### config.mk
export PLATFORM = sky130hd
export DESIGN_NAME = command_script_tokenizer
export DESIGN_NICKNAME = d
export VERILOG_FILES = /design/src/design/cst_pkg.sv /design/src/design/command_script_tokenizer.sv /design/src/design/cst_front.sv /design/src/design/cst_queue.sv /design/src/design/cst_back.sv
export SDC_FILE = /design/constraint.sdc
export NUM_CORES = 1
export LEC_CHECK = 0
export BUFFER_PORTS_ARGS = -buffer_cell sky130_fd_sc_hd__buf_2
export CAP_MARGIN = 20
export CORE_UTILIZATION = 35
export DETAILED_ROUTE_END_ITERATION = 8
export GPL_TIMING_DRIVEN = 0
export SLEW_MARGIN = 40
export SYNTH_ARGS = -nofsm -noshare
export SYNTH_HDL_FRONTEND = slang
export SYNTH_HIERARCHICAL = 1
export SYNTH_SLANG_ARGS = --single-unit
### constraint.sdc
create_clock -name aclk -period 3.9 [get_ports aclk]
set_input_delay 0.78 -clock aclk [delete_from_list [all_inputs] [get_ports aclk]]
set_output_delay 0.78 -clock aclk [all_outputs]
set_load 0.005 [all_outputs]
### src/design/cst_pkg.sv
package cst_pkg;

    localparam int QUEUE_DEPTH = 4;
    localparam int QUEUE_PTR_W = 2;
    localparam int QUEUE_CNT_W = 3;

    // one classified request as it travels from the front to the back
    typedef struct packed {
        logic       func;       // end of stream
        logic [7:0] ch;
        logic       alpha;
        logic       word;       // letter, digit or underscore
        logic       ws3;        // space, tab, newline
        logic       ws4;        // ws3 plus carriage return
        logic       arg_start;
        logic       unq_plain;  // plain symbol or letter or digit
        logic       hash;
        logic       quote;
        logic       lpar;
        logic       rpar;
        logic       bslash;
        logic       nl;
    } cst_item_t;

endpackage

### src/design/command_script_tokenizer.sv
// command script tokenizer
// takes one script byte per request on the s_ channel (s_tuser low) or an
// end-of-stream marker (s_tuser high), and returns exactly one result per
// request on the m_ channel, in order
// each byte is tagged with its token class, a start flag, a content flag,
// the unquoted parenthesis depth and an error code; the end result carries
// m_tlast, reports the latched or end-of-stream error code and clears the
// tokenizer state
// after an error every byte reports code 8 until the end marker
// a request is written into the queue, then lexed from the queue head into the
// output register; throughput is one request per cycle while the receiver
// accepts results, set by the lexer state update in the back end
// a four-entry queue sits between the byte classifier and the lexer, and
// the lexer result is held in an output register, so a stalled receiver
// first fills the queue and s_tready drops only when it is full
// reset empties the queue, drops m_tvalid and puts the lexer at top level
module command_script_tokenizer #(
    parameter int NEST_BITS = 8
) (
    input  logic        aclk,
    input  logic        aresetn,
    input  logic        s_tvalid,
    output logic        s_tready,
    input  logic [7:0]  s_tdata,   // text_byte
    input  logic        s_tuser,   // func
    output logic        m_tvalid,
    input  logic        m_tready,
    output logic [23:0] m_tdata,   // token_kind, token_start, is_content, paren_depth,
                                   // error_code, zero padding
    output logic        m_tlast    // stream_done
);

    cst_pkg::cst_item_t in_item;
    cst_pkg::cst_item_t head_item;
    logic               push;
    logic               full;
    logic               not_empty;
    logic               pop;

    cst_front u_front (
        .s_tvalid   (s_tvalid),
        .s_tready   (s_tready),
        .s_tdata    (s_tdata),
        .s_tuser    (s_tuser),
        .queue_full (full),
        .push       (push),
        .item       (in_item)
    );

    cst_queue u_queue (
        .aclk       (aclk),
        .aresetn    (aresetn),
        .push       (push),
        .push_item  (in_item),
        .full       (full),
        .not_empty  (not_empty),
        .pop        (pop),
        .head_item  (head_item)
    );

    cst_back #(
        .NEST_BITS (NEST_BITS)
    ) u_back (
        .aclk       (aclk),
        .aresetn    (aresetn),
        .item_valid (not_empty),
        .item       (head_item),
        .pop        (pop),
        .m_tvalid   (m_tvalid),
        .m_tready   (m_tready),
        .m_tdata    (m_tdata),
        .m_tlast    (m_tlast)
    );

endmodule

### src/design/cst_front.sv
module cst_front (
    input  logic               s_tvalid,
    output logic               s_tready,
    input  logic [7:0]         s_tdata,
    input  logic               s_tuser,
    input  logic               queue_full,
    output logic               push,
    output cst_pkg::cst_item_t item
);

    localparam logic [7:0] CH_HASH   = 8'h23;
    localparam logic [7:0] CH_QUOTE  = 8'h22;
    localparam logic [7:0] CH_LPAR   = 8'h28;
    localparam logic [7:0] CH_RPAR   = 8'h29;
    localparam logic [7:0] CH_TAB    = 8'h09;
    localparam logic [7:0] CH_CR     = 8'h0D;
    localparam logic [7:0] CH_NL     = 8'h0A;
    localparam logic [7:0] CH_UNDER  = 8'h5F;
    localparam logic [7:0] CH_SPACE  = 8'h20;
    localparam logic [7:0] CH_BSLASH = 8'h5C;

    logic [7:0] c;
    logic       alpha;
    logic       digit;
    logic       sym_common;

    assign c     = s_tdata;
    assign alpha = (c >= 8'h41 && c <= 8'h5A) || (c >= 8'h61 && c <= 8'h7A);
    assign digit = (c >= 8'h30 && c <= 8'h39);

    // symbols that both start an unquoted argument and continue one
    assign sym_common = (c == 8'h3C) || (c == 8'h3E) || (c == 8'h2A) || (c == CH_UNDER) ||
                        (c == 8'h2D) || (c == 8'h2E) || (c == 8'h5B) || (c == 8'h40) ||
                        (c == 8'h24) || (c == 8'h2F);

    always_comb begin
        item.func      = s_tuser;
        item.ch        = c;
        item.alpha     = alpha;
        item.word      = alpha || digit || (c == CH_UNDER);
        item.ws3       = (c == CH_SPACE) || (c == CH_TAB) || (c == CH_NL);
        item.ws4       = (c == CH_SPACE) || (c == CH_TAB) || (c == CH_NL) || (c == CH_CR);
        item.arg_start = alpha || digit || sym_common || (c == CH_LPAR) || (c == CH_BSLASH);
        item.unq_plain = alpha || digit || sym_common || (c == 8'h7B) || (c == 8'h7D) ||
                         (c == 8'h3A) || (c == 8'h3D) || (c == 8'h5D) || (c == 8'h2B);
        item.hash      = (c == CH_HASH);
        item.quote     = (c == CH_QUOTE);
        item.lpar      = (c == CH_LPAR);
        item.rpar      = (c == CH_RPAR);
        item.bslash    = (c == CH_BSLASH);
        item.nl        = (c == CH_NL);
    end

    assign s_tready = !queue_full;
    assign push     = s_tvalid && !queue_full;

endmodule

### src/design/cst_queue.sv
module cst_queue (
    input  logic               aclk,
    input  logic               aresetn,
    input  logic               push,
    input  cst_pkg::cst_item_t push_item,
    output logic               full,
    output logic               not_empty,
    input  logic               pop,
    output cst_pkg::cst_item_t head_item
);

    cst_pkg::cst_item_t                  entry_reg [cst_pkg::QUEUE_DEPTH];
    logic [cst_pkg::QUEUE_PTR_W-1:0]     wr_ptr_reg;
    logic [cst_pkg::QUEUE_PTR_W-1:0]     wr_ptr_next;
    logic [cst_pkg::QUEUE_PTR_W-1:0]     rd_ptr_reg;
    logic [cst_pkg::QUEUE_PTR_W-1:0]     rd_ptr_next;
    logic [cst_pkg::QUEUE_CNT_W-1:0]     count_reg;
    logic [cst_pkg::QUEUE_CNT_W-1:0]     count_next;

    assign full      = (count_reg == cst_pkg::QUEUE_CNT_W'(cst_pkg::QUEUE_DEPTH));
    assign not_empty = (count_reg != '0);
    assign head_item = entry_reg[rd_ptr_reg];

    always_comb begin
        wr_ptr_next = push ? wr_ptr_reg + 1'b1 : wr_ptr_reg;
        rd_ptr_next = pop ? rd_ptr_reg + 1'b1 : rd_ptr_reg;
        count_next  = count_reg;
        if (push && !pop) begin
            count_next = count_reg + 1'b1;
        end else if (pop && !push) begin
            count_next = count_reg - 1'b1;
        end
    end

    always_ff @(posedge aclk) begin
        if (!aresetn) begin
            wr_ptr_reg <= '0;
            rd_ptr_reg <= '0;
            count_reg  <= '0;
        end else begin
            wr_ptr_reg <= wr_ptr_next;
            rd_ptr_reg <= rd_ptr_next;
            count_reg  <= count_next;
        end
    end

    always_ff @(posedge aclk) begin
        if (push) begin
            entry_reg[wr_ptr_reg] <= push_item;
        end
    end

endmodule

### src/design/cst_back.sv
module cst_back #(
    parameter int NEST_BITS = 8
) (
    input  logic               aclk,
    input  logic               aresetn,
    input  logic               item_valid,
    input  cst_pkg::cst_item_t item,
    output logic               pop,
    output logic               m_tvalid,
    input  logic               m_tready,
    output logic [23:0]        m_tdata,
    output logic               m_tlast
);

    localparam logic [2:0] KIND_NONE   = 3'd0;
    localparam logic [2:0] KIND_SPACE  = 3'd1;
    localparam logic [2:0] KIND_CMT    = 3'd2;
    localparam logic [2:0] KIND_NAME   = 3'd3;
    localparam logic [2:0] KIND_QUOTED = 3'd4;
    localparam logic [2:0] KIND_UNQ    = 3'd5;
    localparam logic [2:0] KIND_OPEN   = 3'd6;
    localparam logic [2:0] KIND_CLOSE  = 3'd7;

    localparam logic [3:0] ERR_OK       = 4'd0;
    localparam logic [3:0] ERR_TOP      = 4'd1;
    localparam logic [3:0] ERR_END_NAME = 4'd2;
    localparam logic [3:0] ERR_PRE      = 4'd3;
    localparam logic [3:0] ERR_ARGS     = 4'd4;
    localparam logic [3:0] ERR_END_ESC  = 4'd5;
    localparam logic [3:0] ERR_END_UNQ  = 4'd6;
    localparam logic [3:0] ERR_NEST     = 4'd7;
    localparam logic [3:0] ERR_IGNORED  = 4'd8;

    typedef enum logic [3:0] {
        M_TOP      = 4'd0,
        M_TOP_WS   = 4'd1,
        M_TOP_CMT  = 4'd2,
        M_NAME     = 4'd3,
        M_PRE      = 4'd4,
        M_PRE_WS   = 4'd5,
        M_ARGS     = 4'd6,
        M_ARG_WS   = 4'd7,
        M_ARG_CMT  = 4'd8,
        M_QUOTED   = 4'd9,
        M_UNQ      = 4'd10
    } mode_t;

    typedef struct packed {
        logic                 used;
        logic                 ovf;
        logic                 esc;
        logic                 iq;
        logic [NEST_BITS-1:0] nest;
    } unq_t;

    // one byte of an unquoted argument
    function automatic unq_t unq_step(cst_pkg::cst_item_t it, logic e, logic q,
                                      logic [NEST_BITS-1:0] n);
        unq_t r;
        r.used = 1'b1;
        r.ovf  = 1'b0;
        r.esc  = e;
        r.iq   = q;
        r.nest = n;
        if (e) begin
            r.esc = 1'b0;
        end else if (it.quote) begin
            r.iq = ~q;
        end else if (it.bslash) begin
            r.esc = 1'b1;
        end else if (it.lpar) begin
            if (!q) begin
                if (&n) begin
                    r.ovf = 1'b1;
                end else begin
                    r.nest = n + 1'b1;
                end
            end
        end else if (it.rpar) begin
            if (!q) begin
                if (n == '0) begin
                    r.used = 1'b0;
                end else begin
                    r.nest = n - 1'b1;
                end
            end
        end else if (!it.unq_plain) begin
            r.used = 1'b0;
        end
        return r;
    endfunction

    mode_t                mode_reg, mode_next, eff_mode;
    logic [7:0]           run_reg, run_next;
    logic                 esc_reg, esc_next;
    logic                 iq_reg, iq_next;
    logic [NEST_BITS-1:0] nest_reg, nest_next;
    logic [3:0]           err_reg, err_next;

    logic                 m_tvalid_reg;
    logic [2:0]           kind_reg, kind_next;
    logic                 start_reg, start_next;
    logic                 content_reg, content_next;
    logic [7:0]           depth_reg, depth_next;
    logic [3:0]           code_reg, code_next;
    logic                 done_reg, done_next;

    unq_t                 u_cur;
    unq_t                 u_new;
    logic [NEST_BITS+7:0] nest_wide;

    assign pop = item_valid && (!m_tvalid_reg || m_tready);

    always_comb begin
        mode_next    = mode_reg;
        run_next     = run_reg;
        esc_next     = esc_reg;
        iq_next      = iq_reg;
        nest_next    = nest_reg;
        err_next     = err_reg;
        kind_next    = KIND_NONE;
        start_next   = 1'b0;
        content_next = 1'b0;
        code_next    = ERR_OK;
        done_next    = 1'b0;
        eff_mode     = mode_reg;
        u_cur        = unq_step(item, esc_reg, iq_reg, nest_reg);
        u_new        = unq_step(item, 1'b0, 1'b0, '0);

        if (item.func) begin
            done_next = 1'b1;
            if (err_reg != ERR_OK) begin
                code_next = err_reg;
            end else if (mode_reg == M_NAME) begin
                code_next = ERR_END_NAME;
            end else if (mode_reg == M_QUOTED && esc_reg) begin
                code_next = ERR_END_ESC;
            end else if (mode_reg == M_UNQ) begin
                code_next = ERR_END_UNQ;
            end
            mode_next = M_TOP;
            run_next  = '0;
            esc_next  = 1'b0;
            iq_next   = 1'b0;
            nest_next = '0;
            err_next  = ERR_OK;
        end else if (err_reg != ERR_OK) begin
            code_next = ERR_IGNORED;
        end else begin
            // first resolve the mode that actually takes this byte
            case (mode_reg)
                M_TOP_WS: if (item.ch != run_reg) eff_mode = M_TOP;
                M_PRE_WS: if (item.ch != run_reg) eff_mode = M_PRE;
                M_ARG_WS: if (item.ch != run_reg) eff_mode = M_ARGS;
                M_NAME:   if (!item.word) eff_mode = M_PRE;
                M_UNQ:    if (!u_cur.used) eff_mode = M_ARGS;
                default:  eff_mode = mode_reg;
            endcase
            mode_next = eff_mode;

            case (eff_mode)
                M_TOP_WS, M_PRE_WS, M_ARG_WS: begin
                    kind_next    = KIND_SPACE;
                    content_next = 1'b1;
                end
                M_TOP_CMT, M_ARG_CMT: begin
                    kind_next = KIND_CMT;
                    if (item.nl) begin
                        mode_next = (eff_mode == M_TOP_CMT) ? M_TOP : M_ARGS;
                    end else begin
                        content_next = 1'b1;
                    end
                end
                M_NAME: begin
                    kind_next    = KIND_NAME;
                    content_next = 1'b1;
                end
                M_QUOTED: begin
                    kind_next = KIND_QUOTED;
                    if (item.quote && !esc_reg) begin
                        mode_next = M_ARGS;
                    end else begin
                        content_next = 1'b1;
                        esc_next     = item.bslash && !esc_reg;
                    end
                end
                M_UNQ: begin
                    if (u_cur.ovf) begin
                        err_next  = ERR_NEST;
                        code_next = ERR_NEST;
                    end else begin
                        esc_next     = u_cur.esc;
                        iq_next      = u_cur.iq;
                        nest_next    = u_cur.nest;
                        kind_next    = KIND_UNQ;
                        content_next = 1'b1;
                    end
                end
                M_PRE: begin
                    if (item.lpar) begin
                        kind_next  = KIND_OPEN;
                        start_next = 1'b1;
                        mode_next  = M_ARGS;
                    end else if (item.ws3) begin
                        mode_next    = M_PRE_WS;
                        run_next     = item.ch;
                        kind_next    = KIND_SPACE;
                        start_next   = 1'b1;
                        content_next = 1'b1;
                    end else begin
                        err_next  = ERR_PRE;
                        code_next = ERR_PRE;
                    end
                end
                M_ARGS: begin
                    if (item.rpar) begin
                        kind_next  = KIND_CLOSE;
                        start_next = 1'b1;
                        mode_next  = M_TOP;
                    end else if (item.ws3) begin
                        mode_next    = M_ARG_WS;
                        run_next     = item.ch;
                        kind_next    = KIND_SPACE;
                        start_next   = 1'b1;
                        content_next = 1'b1;
                    end else if (item.hash) begin
                        kind_next  = KIND_CMT;
                        start_next = 1'b1;
                        mode_next  = M_ARG_CMT;
                    end else begin
                        esc_next = 1'b0;
                        iq_next  = 1'b0;
                        if (item.quote) begin
                            kind_next  = KIND_QUOTED;
                            start_next = 1'b1;
                            mode_next  = M_QUOTED;
                        end else if (item.arg_start) begin
                            // a fresh argument starts from cleared flags and depth
                            mode_next    = M_UNQ;
                            esc_next     = u_new.esc;
                            iq_next      = u_new.iq;
                            nest_next    = u_new.nest;
                            kind_next    = KIND_UNQ;
                            start_next   = 1'b1;
                            content_next = 1'b1;
                        end else begin
                            err_next  = ERR_ARGS;
                            code_next = ERR_ARGS;
                        end
                    end
                end
                default: begin
                    mode_next = M_TOP;
                    if (item.ws4) begin
                        mode_next    = M_TOP_WS;
                        run_next     = item.ch;
                        kind_next    = KIND_SPACE;
                        start_next   = 1'b1;
                        content_next = 1'b1;
                    end else if (item.hash) begin
                        kind_next  = KIND_CMT;
                        start_next = 1'b1;
                        mode_next  = M_TOP_CMT;
                    end else if (item.alpha) begin
                        kind_next    = KIND_NAME;
                        start_next   = 1'b1;
                        content_next = 1'b1;
                        mode_next    = M_NAME;
                    end else begin
                        err_next  = ERR_TOP;
                        code_next = ERR_TOP;
                    end
                end
            endcase
        end

        // depth is reported saturated to eight bits
        nest_wide  = {8'd0, nest_next};
        depth_next = (nest_wide > (NEST_BITS + 8)'(255)) ? 8'hFF : nest_wide[7:0];
    end

    always_ff @(posedge aclk) begin
        if (!aresetn) begin
            mode_reg     <= M_TOP;
            run_reg      <= '0;
            esc_reg      <= 1'b0;
            iq_reg       <= 1'b0;
            nest_reg     <= '0;
            err_reg      <= ERR_OK;
            m_tvalid_reg <= 1'b0;
            kind_reg     <= KIND_NONE;
            start_reg    <= 1'b0;
            content_reg  <= 1'b0;
            depth_reg    <= '0;
            code_reg     <= ERR_OK;
            done_reg     <= 1'b0;
        end else begin
            if (pop) begin
                mode_reg     <= mode_next;
                run_reg      <= run_next;
                esc_reg      <= esc_next;
                iq_reg       <= iq_next;
                nest_reg     <= nest_next;
                err_reg      <= err_next;
                m_tvalid_reg <= 1'b1;
                kind_reg     <= kind_next;
                start_reg    <= start_next;
                content_reg  <= content_next;
                depth_reg    <= depth_next;
                code_reg     <= code_next;
                done_reg     <= done_next;
            end else if (m_tready) begin
                m_tvalid_reg <= 1'b0;
            end
        end
    end

    assign m_tvalid = m_tvalid_reg;
    assign m_tdata  = {7'd0, code_reg, depth_reg, content_reg, start_reg, kind_reg};
    assign m_tlast  = done_reg;

endmodule

Yosys cells after proc, flatten, opt, wreduce, memory -nomap -nowiden
Memory sizes are Yosys's and may differ from the RTL's. A register that Yosys moved wholly into a read port is not among the register bits.
Cells that the tools add are included.
{"block": "word_totals", "ff_bits": 44, "ramBits": 84, "inputBits": 13, "output_inout_bits": 27, "memories": 1}
{"block": "op_classes", "add_sub_neg": 6, "order_cmp": 6, "eq_ne": 68, "mux": 163, "n_bitwise": 1, "n_reduce_logical": 61}
{"name": "u_queue.entry_reg", "depth": 4, "word_bits": 21, "read_ports": 1, "rd_clocked_by_memory_dff": 1, "write_ports": 1, "line_no": "cst_queue.sv:12", "text": "cst_pkg::cst_item_t entry_reg [cst_pkg::QUEUE_DEPTH];"}
{"cell": "$mux 8", "n": 23}
{"cell": "$mux 4", "n": 45}
{"cell": "$eq 8x6->1 const B", "n": 15}
{"cell": "$mux 1", "n": 58}
{"cell": "$eq 8x7->1 const B", "n": 7}
{"cell": "$mux 3", "n": 18}
{"cell": "$ne 3x3->1 const B", "n": 14}
{"cell": "$pmux 4 s5", "n": 2}
{"cell": "$pmux 4 s4", "n": 2}
{"cell": "$logic_or 1x1->1", "n": 25}
{"cell": "$eq 4x3->1 const B", "n": 6}
{"cell": "$eq 8x4->1 const B", "n": 3}
{"cell": "$pmux 8 s3", "n": 1}
{"cell": "$pmux 3 s7", "n": 1}
{"cell": "$eq 4x4->1 const B", "n": 5}
{"cell": "$ge 8x7->1 const B", "n": 2}
{"cell": "$le 8x7->1 const B", "n": 2}
{"cell": "$pmux 8 s2", "n": 1}
{"cell": "$reduce_and 16->1", "n": 1}
{"cell": "$reduce_and 8->1", "n": 2}
{"cell": "$mux 2", "n": 7}
{"cell": "$reduce_and 14->1", "n": 1}
{"cell": "$eq 4x2->1 const B", "n": 3}
{"cell": "$ne 4x4->1 const B", "n": 3}
{"cell": "other kinds (35)", "n": 58}

Depth between registers and ports, before layout
Gate-level depths: netlist of run 1.
{"block": "logic_depth", "depth_word": 20, "ltp_mapped": 12, "ltp_nobuf": 10}

Hierarchy
Netlist of run 1, hierarchy kept.
{"mod": "cst_queue", "n_inst": 1, "cells_each": 152, "area_per_inst_um2": 3478.3, "seq_area_each_um2": 2702.6}
{"mod": "cst_back", "n_inst": 1, "cells_each": 390, "area_per_inst_um2": 2975.4, "seq_area_each_um2": 720.7}
{"mod": "cst_front", "n_inst": 1, "cells_each": 73, "area_per_inst_um2": 480.5, "seq_area_each_um2": 0.0}

Least setup slack after synthesis of run 1
No wires, ideal clock.
{"block": "synth_timing", "path_type": "flip-flop to flip-flop", "startpoint": "register with a tool-made name", "endpoint": "register u_back.depth_reg[0]", "setup_ns": 0.128, "arrival_ns": 2.855, "required_time_ns": 3.772, "slack_ns": 0.917, "stages_incl_launch_ff": 12, "path_cell_list": "dfxtp_1 buf_6 mux4_2 buf_2 nor4_4 a31oi_1 nand4b_4 o32a_1 o221ai_2 buf_4 mux2i_1 nor2_1"}
{"item": "end signal, assigned", "line_no": "cst_back.sv:309", "text": "depth_reg <= depth_next;"}
{"item": "end, declared", "line_no": "cst_back.sv:104", "text": "logic [7:0] depth_reg, depth_next;"}

==> out/results.env, run 1 <==
OUTCOME='completed'
DRT_FIRST_PASS_ITERS=5
MAX_FREQ_GHz=0.2663
CP-ENDPOINT='u_back/content_reg$_SDFFE_PN0P_'
FOOTPRINT_OF_THE_MULTI_INPUT_GATES_SQ_UM=3152
LAYOUT_WORST_PATH_CYCLE_SHARE_PCT=96.27
SYNTH_TOP_FLOP_CELL='sky130_fd_sc_hd__edfxtp_1'
PLACE_WS_NS=0.1550
N_FILL_CELL=1855
NUM_VIAS=5197
CTS_NUM_SINKS=129
WORSTREG2REGEND='u_back/content_reg$_SDFFE_PN0P_'
DRV.MAX_CAP_VIOLATION_COUNT=0
SYNTHESIS.INSTANCES=615
FINAL-SETUP-VIOL-COUNT=0
FIRST_GLOBAL_VIAS=5186
WORST_SETUP_HOLD_PATH_CLK_SLEW_NS=0.06
YS_ASYNC_SR_FRACTION_PCT=0
FINAL.MIN_CLOCK_PERIOD_NS=3.754
WORST_PATH_SETUP_SLACK_AFTER_ROUTING_NS=0.1455
FLOORPLAN.INITIALDENSITY_PCT=35.63
TIMING.SETUP.TNS_NS=0
PLACE.DETAILED.HPWL_MM=12.56
PIN_COUNT_OF_THE_BIGGEST_NET_ENTERING_GLOBAL_ROUTING=22
DPL.CELL_COUNT=916
FINAL-SEQ-AREA_SQ_UM=3423
CLOCK_TREE.ROOT_CELL='sky130_fd_sc_hd__clkbuf_16'
MEASURED_SLEW_AT_THE_WORST_SLEW_CHECK_PIN_NS=0.7560
CRITPATHREQUIREDTIME_NS=4.19
ANTENNA_FIX_CELLS=0
WORST-SETUP-PATH-TYPE='flip-flop to flip-flop'
CRITPATHLAUNCHTYPE='flip-flop'
LAYOUT.CELLS.NON_FILLER=948
IRDROPWORSTVDD_mV=0.2858
POST_SYNTH_EDFFS=84
NUM-NETS-FINAL=696
TIMING.CRITICAL_PATH.ARRIVAL_NS=4.05
CLOCK_TREE_FROM_TRITONCTS='yes'
ROWS=51
SYNTH-SEQ-AREA-SHARE_PCT=49.37
DRC_ERRORS=0
R2R.WORST_PATH.CELLS=10
DIE_AREA_SQ_UM=20380
GRT_PASS1_WL_MM=27.65
FINAL-MAX-SLEW-VIOLATION-COUNT=0
NETLIST_AREA_SQ_UM=6934
YOSYS_WARNINGS=6
CTS_HOLD_BUFFERS_ADDED=0
DESIGN.CORE.AREA_SQ_UM=19460
INSERTION_DELAY_NS=0.42
TIMING.CRITICAL_PATH.TO_TYPE='flip-flop'
ITERATION_0_DRC_COUNT_OF_THE_DETAILED_ROUTER=361
POST_CTS.RESIZED_INSTANCES=0
PLACE_CONGESTION=0.9977
SYNTHTOLAYOUTAREAGROWTH_PCT=15.68
CLK_PATH_BUF_DEPTH=2
PORT-BUFFER-COUNT=30
FINAL_LAYOUT_SIZE_SUFFIX_GT1_SHARE_PCT=20.06
DIE_H_MICRONS=142.8
POWER_DENSITY_OF_THE_PLACED_CELLS_nW_PER_UM2=666.9
ROUTE.DETAILED.VIAS_PER_INST=5.482
FINALHOLDVIOLCOUNT=0
LARGEST_REG_FLOPS=84
POST_SYNTH.CELL_AREA_AVG_SQ_UM=11.28
HTREE_NUM_LEVELS=4
GRT_ANTENNA_BEFORE_REPAIR=0
SYNTH_CELL_TYPE_COUNT=80
GRT_SETUP_UNREPAIRED='no'
HP-CLASS='flip-flop to flip-flop'
TRITONCTS.NUM_BUFFERS=17
GRT_USE_TOTAL_PCT=18.34
CTS_SETUP_BUFFERS=0
ANTENNA_LEFT=0
SYNTH.FF_LATCH_COUNT=129
FINALCLOCKSKEW_NS=0.008747
RRSETUPSLACK_NS=0.15
DIE_W_MICRONS=142.8
LEAKAGE_nW=2.881
IO-PIN-COUNT=40
POSTROUTEWIRELENGTH_MM=17.69
HP-START='u_back/m_tlast$_SDFFE_PN0P_'
OVERFLOW=0
WL_PER_CELL_MICRONS=18.66
CRITICAL_PATH_PEAK_FANOUT=10
MAX_SLEW_MARGIN_PCT=49.05
==> logic make-up after synthesis <==
family / count (synthesis) / synth area share, %
AND/OR/NAND/NOR: 213 / 17.63
flip-flops: 129 / 49.37
AO/OA/AOI/OAI: 127 / 12.85
buffers and inverters: 74 / 5.684
multiplexers: 37 / 9.202
XOR/XNOR: 21 / 2.653
adder cells (fa/ha/maj): 13 / 2.562
other: 1 / 0.05408
==> area by class of cell <==
class / instances / area share, %
sequential: 129 / 42.68
multi-input combinational: 418 / 39.29
tap: 265 / 4.134
buffer: 53 / 3.931
timing repair buffer: 30 / 1.872
clock inverter: 15 / 1.809
inverter: 21 / 0.9827
clock buffer: 17 / 5.303
==> cell usage after synthesis (15+ instances only) <==
library cell / instances / area (sq um)
sky130_fd_sc_hd__a21oi_1: 31 / 155.2
sky130_fd_sc_hd__and2_1: 15 / 93.84
sky130_fd_sc_hd__buf_4: 22 / 165.2
sky130_fd_sc_hd__clkbuf_1: 19 / 71.32
sky130_fd_sc_hd__dfxtp_1: 45 / 900.9
sky130_fd_sc_hd__edfxtp_1: 84 / 2522
sky130_fd_sc_hd__inv_1: 21 / 78.83
sky130_fd_sc_hd__mux2i_1: 15 / 150.1
sky130_fd_sc_hd__mux4_2: 20 / 450.4
sky130_fd_sc_hd__nand2_1: 45 / 168.9
sky130_fd_sc_hd__nand3_1: 22 / 110.1
sky130_fd_sc_hd__nor2_1: 36 / 135.1
sky130_fd_sc_hd__nor3_1: 17 / 85.08
sky130_fd_sc_hd__o21ai_0: 23 / 115.1
==> through the flow <==
stage / hold WS [ns] / total power, mW / area [sq um] / util (%)
3_5_place_dp: 0.4633 / 3.836 / 7443 / 38.24
3_3_place_gp: 0.4549 / 3.781 / 7438 / 38.22
6_report: 0.4702 / 5.350 / 8021 / 41.22
5_1_grt: 0.5019 / 5.652 / 8021 / 41.22
4_1_cts: 0.4722 / 5.371 / 8014 / 41.18
2_1_floorplan: 0.4509 / 3.261 / 6957 / -
==> where the power goes <==
| group | switching (mW) | total [mW] | internal (mW) |
|---|---|---|---|
| Sequential | 0.126 | 1.80 | 1.67 |
| Clock | 0.676 | 1.52 | 0.845 |
| Combinational | 1.25 | 2.03 | 0.782 |
==> cells in the final DEF (no fill, tap or decap), types with 4 or more instances in the layout <==
cell,instances
sky130_fd_sc_hd__nor2_1,36
sky130_fd_sc_hd__nand4_1,5
sky130_fd_sc_hd__a21boi_0,4
sky130_fd_sc_hd__nor3b_1,5
sky130_fd_sc_hd__and2_2,4
sky130_fd_sc_hd__clkbuf_1,19
sky130_fd_sc_hd__clkbuf_16,17
sky130_fd_sc_hd__dfxtp_1,45
sky130_fd_sc_hd__inv_8,4
sky130_fd_sc_hd__xnor2_1,14
sky130_fd_sc_hd__inv_6,5
sky130_fd_sc_hd__nand2b_1,8
sky130_fd_sc_hd__or3_1,10
sky130_fd_sc_hd__mux4_2,20
sky130_fd_sc_hd__o211ai_1,4
sky130_fd_sc_hd__inv_1,21
sky130_fd_sc_hd__nor4_1,6
sky130_fd_sc_hd__nor3_1,17
sky130_fd_sc_hd__o21ai_0,22
sky130_fd_sc_hd__nand2_1,45
sky130_fd_sc_hd__ha_1,11
sky130_fd_sc_hd__a21o_1,5
sky130_fd_sc_hd__nand3_1,22
sky130_fd_sc_hd__buf_2,39
sky130_fd_sc_hd__a31oi_1,6
sky130_fd_sc_hd__nor2b_1,12
sky130_fd_sc_hd__edfxtp_1,84
sky130_fd_sc_hd__conb_1,7
sky130_fd_sc_hd__xor2_1,7
sky130_fd_sc_hd__a32o_1,5
sky130_fd_sc_hd__and2_1,11
sky130_fd_sc_hd__mux2i_1,15
sky130_fd_sc_hd__buf_4,22
sky130_fd_sc_hd__o21ai_1,7
sky130_fd_sc_hd__a21oi_1,31
==> worst min path at each step <==
stage,to,slack (ns),cells after the start
4_1_cts,u_back/m_tlast$_SDFFE_PN0P_,0.47,2
3_3_place_gp,u_back/m_tlast$_SDFFE_PN0P_,0.45,2
6_report,u_back/m_tlast$_SDFFE_PN0P_,0.47,2
5_1_grt,u_back/run_reg[1]$_SDFFE_PN0P_,0.50,2
3_5_place_dp,u_back/m_tlast$_SDFFE_PN0P_,0.46,2
2_1_floorplan,u_back/run_reg[0]$_SDFFE_PN0P_,0.45,2
==> critical path, cell delays in order, from the launching register on <==
cell                        delay [ns]
sky130_fd_sc_hd__dfxtp_1          0.40
sky130_fd_sc_hd__buf_6            0.22
sky130_fd_sc_hd__mux4_2           0.58
sky130_fd_sc_hd__xnor2_1          0.17
sky130_fd_sc_hd__nand3_1          0.25
sky130_fd_sc_hd__o41ai_2          0.78
sky130_fd_sc_hd__nand2b_2         0.32
sky130_fd_sc_hd__buf_4            0.21
sky130_fd_sc_hd__nor3_1           0.12
sky130_fd_sc_hd__a2111oi_0        0.44
sky130_fd_sc_hd__a21oi_1          0.13
==> layer usage <==
layer	track usage (%)	share of wire (%)
met1	22.32	42
met2	30.68	49
met3	4.661	6.2
met4	8.036	2.6
met5	0	0
No activity file was read; power rests on OpenSTA's default activity.
==> inputs of run 2 (changes only) <==
Settings changed: CTS_CLUSTER_DIAMETER set to 40, SETUP_SLACK_MARGIN set to 0.5.
==> run 2 against run 1 <==
Against the previous run: combinational power increased by 2%; power increased by 0.95%; register-to-register slack improved by 0.50 ns; largest power group unchanged; sequential power about the same; cell area increased by 1.2%; sequential share of layout area decreased by 0.50 points; non-clock buffer count increased by 7; final cell count increased by 0.74%; hold slack about the same; global-route usage increased by 0.066 points; routed wire length increased by 0.66%; clock skew decreased by 0.00085 ns; largest cell class unchanged.
==> out/results.env, run 2 (same netlist as run 1, synthesis figures left out) <==
OUTCOME='completed'
DIE_H_MICRONS=142.8  # unchanged
NUM-NETS-FINAL=703  # +1.0%
COMBINATIONAL_GROUP_SHARE_OF_TOTAL_POWER_PCT=38.6  # +0.6 points
PLACE_CONGESTION=0.9977  # unchanged
P_TOTAL_mW=5.401  # +0.95%
MAX_FREQ_GHz=0.3076  # +15%
TIMING.CRITICAL_PATH.TO_TYPE='flip-flop'
FOOTPRINT_OF_THE_MULTI_INPUT_GATES_SQ_UM=3186  # +1.1%
OVERFLOW=0  # unchanged
WL_PER_CELL_MICRONS=18.65  # about the same
WORST_SETUP_HOLD_PATH_CLK_SLEW_NS=0.06  # about the same
PIN_COUNT_OF_THE_BIGGEST_NET_ENTERING_GLOBAL_ROUTING=22  # unchanged
CTS_NUM_SINKS=129  # unchanged
DIE_AREA_SQ_UM=20380  # unchanged
MAX_STAGE_DELAY_NS=0.56  # -0.22 ns
DRC_ERRORS=0  # unchanged
HP-CLASS='flip-flop to flip-flop'
WORSTPATHCELLLIST='buf_8 -> mux4_2 -> buf_4 -> nor4_4 -> nand3_1 -> o21ai_2 -> nand2b_2 -> buf_4 -> nor3_1 -> a211oi_1 -> a311oi_1'
CLOCK_TREE.ROOT_CELL='sky130_fd_sc_hd__clkbuf_16'
CRITPATHLAUNCHTYPE='flip-flop'
ROWS=51  # unchanged
ANTENNA_FIX_CELLS=0  # unchanged
IO-PIN-COUNT=40  # unchanged
TOTAL_SWITCHING_POWER_mW=2.078  # +1.2%
GRT_PASS1_WL_MM=27.79  # +0.52%
NUM_VIAS=5242  # +0.87%
SYNTHTOLAYOUTAREAGROWTH_PCT=17.11
FINAL_LAYOUT_SIZE_SUFFIX_GT1_SHARE_PCT=21.59  # +1.5 points
LAYOUT_WORST_PATH_CYCLE_SHARE_PCT=83.36  # -13 points
TIMING.SETUP.TNS_NS=0  # unchanged
GRT_USE_TOTAL_PCT=18.41  # +0.066 points
INSERTION_DELAY_NS=0.42  # about the same
CRITICAL_PATH_PEAK_FANOUT=10  # unchanged
R2R.WORST_PATH.CELLS=11  # +1
POSTROUTEWIRELENGTH_MM=17.81  # +0.66%
FINAL-SEQ-AREA_SQ_UM=3425  # about the same
CLK_PATH_BUF_DEPTH=2  # unchanged
TRITONCTS.NUM_BUFFERS=17  # unchanged
DRV.MAX_CAP_VIOLATION_COUNT=0  # unchanged
SWITCHING_SHARE_PCT=38.47  # +0.090 points
HTREE_NUM_LEVELS=4  # unchanged
GLOBALROUTEMET2UTIL_PCT=30.44  # -0.23 points
MOSTFREQUENTLAYOUTCELL='sky130_fd_sc_hd__edfxtp_1'
DESIGN.CORE.AREA_SQ_UM=19460  # unchanged
N_FILL_CELL=1841  # -0.75%
HOLD-PATH-ENDPOINT='u_back/m_tlast$_SDFFE_PN0P_'
GROUTE.LAYER.MET1.USAGE_PCT=22.69  # +0.36 points
LEAKAGE_nW=2.939  # +2.0%
GRT_ANTENNA_BEFORE_REPAIR=0  # unchanged
GLOBAL_ROUTE.USAGE.MET3_PCT=4.695  # +0.034 points
IRDROPWORSTVDD_mV=0.2853  # -0.16%
FINAL.MIN_CLOCK_PERIOD_NS=3.251  # -0.5033 ns
FINAL-MAX-SLEW-VIOLATION-COUNT=0  # unchanged
HP-START='u_back/m_tlast$_SDFFE_PN0P_'
PORT-BUFFER-COUNT=30  # unchanged
ANTENNA_LEFT=0  # unchanged
MEASURED_SLEW_AT_THE_WORST_SLEW_CHECK_PIN_NS=0.7012  # -0.05476 ns
FINALHOLDVIOLCOUNT=0  # unchanged
POWER.SHARE.CLOCK_PCT=28.2  # -0.2 points
DIE_W_MICRONS=142.8  # unchanged
FIRST_GLOBAL_VIAS=5187  # +0.019%
CRITPATHREQUIREDTIME_NS=4.21  # +0.02 ns
ITERATION_0_DRC_COUNT_OF_THE_DETAILED_ROUTER=380  # +5.3%
CTS_HOLD_BUFFERS_ADDED=0  # unchanged
FLOORPLAN.INITIALDENSITY_PCT=35.63  # unchanged
WORSTREG2REGEND='u_back/mode_reg[0]$_SDFFE_PN0P_'
CPMAXSTAGEDELAYCELL='sky130_fd_sc_hd__mux4_2'
LAYOUT.CELLS.MOST_COMMON_LIST='sky130_fd_sc_hd__edfxtp_1 (84), sky130_fd_sc_hd__nand2_1 (44), sky130_fd_sc_hd__dfxtp_1 (44)'
POWER_DENSITY_OF_THE_PLACED_CELLS_nW_PER_UM2=665.1  # -0.28%
POWER.INTERNAL_mW=3.323  # +0.80%
FINAL-SETUP-VIOL-COUNT=0  # unchanged
RRSETUPSLACK_NS=0.65  # +0.50 ns
LARGEST_REG_FLOPS=84  # unchanged
ROUTE.DETAILED.VIAS_PER_INST=5.489  # +0.13%
FINALCLOCKSKEW_NS=0.007901  # -0.0008462 ns
HOLDPATHSTAGES=2  # unchanged
MAX_SLEW_MARGIN_PCT=52.82  # +3.8 points
WORST-SETUP-PATH-TYPE='flip-flop to flip-flop'
GRT_SETUP_UNREPAIRED='yes'
TIMING.CRITICAL_PATH.ARRIVAL_NS=3.56  # -0.49 ns
CRIT_PATH_FREQUENT_CELL='sky130_fd_sc_hd__buf_4'
P_SEQ_SHARE_PCT=33.3  # -0.3 points
PLACE.DETAILED.HPWL_MM=12.56  # unchanged
BUSIEST_LAYER='met2'
CLOCK_TREE_FROM_TRITONCTS='yes'
DRT_FIRST_PASS_ITERS=5  # unchanged
## run 2: repair_timing
| item | 4_1_cts | 5_1_grt |
|---|---|---|
| endpoints found under the setup margin | 30 | 24 |
| endpoints found under the hold margin | 0 | 0 |
| gates cloned | 0 | 1 |
| pin swaps | 2 | 4 |
| setup buffers | 1 | 5 |
| gates resized for setup | 7 | 5 |
## run 2: worst max path at each step
stage	to	cells after the start
after floorplan	u_back/depth_reg[0]$_SDFFE_PN0P_	11
after global placement	u_back/content_reg$_SDFFE_PN0P_	10
after detailed placement	u_back/content_reg$_SDFFE_PN0P_	10
after CTS	u_back/depth_reg[2]$_SDFFE_PN0P_	10
after global routing	u_back/depth_reg[2]$_SDFFE_PN0P_	9
final	u_back/mode_reg[0]$_SDFFE_PN0P_	11
## run 2: area by class of cell
cell class	instances	area share, %
buffer	53	4.006
clock buffer	17	5.239
clock inverter	15	1.787
inverter	21	1.017
multi-input combinational	418	39.23
sequential	129	42.17
tap	265	4.083
timing repair buffer	37	2.465
## run 2: metal layers
metal  vias up  share of wire (%)
met5         -                  0
met4         0                2.3
met3        33                5.4
met2       190                 49
met1      2587                 43
li1       2432                  -
## run 2: per-stage QoR
stage | instance area, sq um | hold slack (ns) | cells | setup slack [ns] | utilization [%]
after floorplan | 6957 | 0.4509 | 621 | 0.9175 | -
after global placement | 7438 | 0.4549 | 916 | 0.2066 | 38.22
after detailed placement | 7443 | 0.4633 | 916 | 0.1550 | 38.24
after CTS | 8061 | 0.4722 | 949 | 0.5031 | 41.42
after global routing | 8120 | 0.5019 | 955 | 0.4838 | 41.72
final | 8120 | 0.4701 | 955 | 0.6488 | 41.72
## run 2: worst max-delay path: cells and delay by family, from the launching register on
| kind | cells | cell delay (ns) |
|---|---|---|
| AO/OA/AOI/OAI | 3 | 0.73 |
| flip-flops | 1 | 0.37 |
| multiplexers | 1 | 0.56 |
| buffers and inverters | 3 | 0.61 |
| AND/OR/NAND/NOR | 4 | 0.86 |
## run 2: power by group through the flow
stage / logic (mW) / registers (mW) / clock network, mW
after floorplan: 1.46 / 1.80 / 0
after global placement: 1.97 / 1.81 / 0
after detailed placement: 2.01 / 1.83 / 0
after CTS: 2.04 / 1.80 / 1.56
after global routing: 2.27 / 1.82 / 1.62
final: 2.08 / 1.80 / 1.52
==> inputs of run 3 (changes only) <==
Clock period 3.9 ns to 3.2 ns, I/O delays scaled along.
==> run 3 against run 2 <==
Against the previous run: power grew 33%; clock skew grew 0.0017 ns; final cell count grew 3.6%; via count grew 2.7%; count of clock-buffer cells in the layout grew 1; largest cell class unchanged.
==> out/results.env, run 3 (same netlist as run 1, synthesis figures left out) <==
CLOCK_TREE.ROOT_CELL='sky130_fd_sc_hd__clkbuf_16'
LARGEST_REG_FLOPS=84  # unchanged
MAX_FREQ_GHz=0.3249  # +5.6%
FINAL-SETUP-VIOL-COUNT=0  # unchanged
MEASURED_SLEW_AT_THE_WORST_SLEW_CHECK_PIN_NS=0.7512  # +0.04999 ns
WORST_SETUP_HOLD_PATH_CLK_SLEW_NS=0.06  # about the same
ROUTE.DETAILED.VIAS_PER_INST=5.441  # -0.88%
CRITICAL_PATH_PEAK_FANOUT=5  # -5
LAYOUT_WORST_PATH_CYCLE_SHARE_PCT=96.19  # +13 points
INSERTION_DELAY_NS=0.42  # about the same
HP-CLASS='input pin to flip-flop'
CP_NUM_CELLS=11  # unchanged
ROWS=51  # unchanged
DESIGN.CORE.AREA_SQ_UM=19460  # unchanged
DRC_ERRORS=0  # unchanged
WORSTPATHCELLLIST='buf_4 -> buf_16 -> buf_4 -> mux4_2 -> mux2i_4 -> a31oi_1 -> nand4b_4 -> nor3_4 -> o21ai_0 -> or4_1 -> a21oi_1'
FLOORPLAN.INITIALDENSITY_PCT=35.63  # unchanged
CRITPATHLAUNCHTYPE='flip-flop'
FINAL-MAX-SLEW-VIOLATION-COUNT=0  # unchanged
CRITICAL_PATH_BUF_INV_COUNT=3  # unchanged
SYNTHTOLAYOUTAREAGROWTH_PCT=26.15
GRT_USE_TOTAL_PCT=18.98  # +0.57 points
FIRST_GLOBAL_VIAS=5280  # +1.8%
CPLARGESTDELAYFAMILY='simple AND/OR/NAND/NOR gates'
WORST-SETUP-PATH-TYPE='flip-flop to flip-flop'
IRDROPWORSTVDD_mV=0.3455  # +21%
PLACE_WS_NS=-0.06467  # -0.2197 ns
GRT_PASS1_WL_MM=28.87  # +3.9%
MAX_SLEW_MARGIN_PCT=49.53  # -3.3 points
TIMING.CRITICAL_PATH.TO_TYPE='flip-flop'
CRITPATHREQUIREDTIME_NS=3.54  # -0.67 ns
DIE_W_MICRONS=142.8  # unchanged
HOLDPATHSTAGES=1  # -1
HTREE_NUM_LEVELS=4  # unchanged
OVERFLOW=0  # unchanged
POWER_DENSITY_OF_THE_PLACED_CELLS_nW_PER_UM2=820.1  # +23%
NUM_VIAS=5381  # +2.7%
HOLD_WS_NS=0.4144  # -0.05569 ns
GRT_ANTENNA_BEFORE_REPAIR=0  # unchanged
NUM-NETS-FINAL=737  # +4.8%
PLACE_CONGESTION=0.9258  # -7.2%
LAYOUT.CELLS.MOST_COMMON_LIST='sky130_fd_sc_hd__edfxtp_1 (84), sky130_fd_sc_hd__buf_4 (54), sky130_fd_sc_hd__dfxtp_1 (44)'
ANTENNA_FIX_CELLS=0  # unchanged
TIMING.CRITICAL_PATH.ARRIVAL_NS=3.42  # -0.14 ns
TRITONCTS.NUM_BUFFERS=17  # unchanged
PORT-BUFFER-COUNT=30  # unchanged
FINALHOLDVIOLCOUNT=0  # unchanged
COMBINATIONAL_GROUP_SHARE_OF_TOTAL_POWER_PCT=41.9  # +3.3 points
WORST_PATH_SETUP_SLACK_AFTER_ROUTING_NS=0.1219  # -0.5269 ns
OUTCOME='completed'
MAX_STAGE_DELAY_NS=0.56  # about the same
POSTROUTEWIRELENGTH_MM=18.32  # +2.9%
P_SEQ_SHARE_PCT=30.8  # -2.5 points
ANTENNA_LEFT=0  # unchanged
CP-ENDPOINT='u_back/iq_reg$_SDFFE_PN0P_'
POWER.SHARE.CLOCK_PCT=27.3  # -0.9 points
MOSTFREQUENTLAYOUTCELL='sky130_fd_sc_hd__edfxtp_1'
FINALCLOCKSKEW_NS=0.009568  # +0.001667 ns
POWER.INTERNAL_mW=4.515  # +36%
WL_PER_CELL_MICRONS=18.53  # -0.63%
FINAL.MIN_CLOCK_PERIOD_NS=3.078  # -0.1731 ns
FINAL_LAYOUT_SIZE_SUFFIX_GT1_SHARE_PCT=29.70  # +8.1 points
DRT_FIRST_PASS_ITERS=4  # -1
CTS_NUM_SINKS=129  # unchanged
DETAILED_PLACE.AREA_SQ_UM=7536  # +1.2%
PIN_COUNT_OF_THE_BIGGEST_NET_ENTERING_GLOBAL_ROUTING=22  # unchanged
PLACE.DETAILED.HPWL_MM=12.57  # about the same
LEAKAGE_nW=3.265  # +11%
CPMAXSTAGEDELAYCELL='sky130_fd_sc_hd__mux4_2'
FINAL_CELL_AREA_SQ_UM=8747  # +7.7%
GRT_SETUP_UNREPAIRED='yes'
DIE_H_MICRONS=142.8  # unchanged
SWITCHING_SHARE_PCT=37.06  # -1.4 points
ITERATION_0_DRC_COUNT_OF_THE_DETAILED_ROUTER=355  # -6.6%
R2R.WORST_PATH.CELLS=11  # unchanged
CRIT_PATH_FREQUENT_CELL='sky130_fd_sc_hd__buf_4'
CLOCK_TREE_FROM_TRITONCTS='yes'
N_FILL_CELL=1777  # -3.5%
CLK_PATH_BUF_DEPTH=2  # unchanged
DIE_AREA_SQ_UM=20380  # unchanged
WORSTREG2REGEND='u_back/iq_reg$_SDFFE_PN0P_'
CTS_HOLD_BUFFERS_ADDED=0  # unchanged
TOTAL_SWITCHING_POWER_mW=2.658  # +28%
IO-PIN-COUNT=40  # unchanged
RRSETUPSLACK_NS=0.12  # -0.53 ns
DRV.MAX_CAP_VIOLATION_COUNT=0  # unchanged
[run 3: repair_timing]
item | CTS | global route
pin swaps | 13 | 12
resized for setup | 48 | 13
gates cloned | 2 | 0
setup endpoints to repair | 33 | 33
buffers inserted | 33 | 6
[run 3: layout make-up]
cell class	count	area [sq um]	area share, %
timing repair buffer	71	521.8	5.965
clock buffer	18	429.2	4.906
sequential	129	3427	39.18
tap	265	331.6	3.791
buffer	53	377.9	4.320
inverter	21	82.58	0.9441
multi-input combinational	418	3408	38.96
clock inverter	14	168.9	1.931
[run 3: metal layers]
metal | part of all wire, % | wire length (microns) | GRT usage, % | vias to the layer above
met5 | 0 | 0 | 0 | -
met4 | 1.9 | 344 | 7.131 | 0
met3 | 5.4 | 990 | 3.387 | 30
met2 | 50 | 9084 | 32.25 | 188
met1 | 43 | 7904 | 24.04 | 2660
li1 | - | - | - | 2503
[run 3: worst register-to-register path: cells and delay by family (launching register included)]
kind / cells / cell delay, ns
compound gates: 3 / 0.45
buf+inv: 3 / 0.35
flops: 1 / 0.39
mux: 2 / 0.75
simple gates: 3 / 1.04
[run 3: power groups by stage]
stage	registers, mW	logic (mW)	clock network, mW
6_report	2.21	3.01	1.96
5_1_grt	2.24	3.24	2.06
4_1_cts	2.21	2.92	1.99
3_5_place_dp	2.23	2.52	0
3_3_place_gp	2.22	2.46	0
2_1_floorplan	2.20	1.86	0
[run 3: how the worst min path moves through the flow]
| stage | start | slack [ns] | to |
|---|---|---|---|
| detailed placement | u_back/m_tlast$_SDFFE_PN0P_ | 0.47 | u_back/m_tlast$_SDFFE_PN0P_ |
| CTS | s_tdata[6] | 0.40 | u_queue/entry_reg[2][18]$_DFFE_PP_ |
| global placement | u_back/m_tlast$_SDFFE_PN0P_ | 0.45 | u_back/m_tlast$_SDFFE_PN0P_ |
| global route | s_tdata[6] | 0.41 | u_queue/entry_reg[1][18]$_DFFE_PP_ |
| floorplan | u_back/run_reg[2]$_SDFFE_PN0P_ | 0.45 | u_back/run_reg[2]$_SDFFE_PN0P_ |
| finish | s_tdata[6] | 0.41 | u_queue/entry_reg[0][18]$_DFFE_PP_ |
[run 3: metrics by stage]
| step | TNS [ns] | std cells | utilization [%] | total power [mW] |
|---|---|---|---|---|
| CTS | 0 | 983 | 44.40 | 7.120 |
| detailed placement | -0.3937 | 916 | 38.72 | 4.757 |
| floorplan | 0 | 621 | - | 4.058 |
| global placement | -0.03374 | 916 | 38.70 | 4.679 |
| global route | -0.01741 | 989 | 44.94 | 7.544 |
| finish | 0 | 989 | 44.94 | 7.174 |
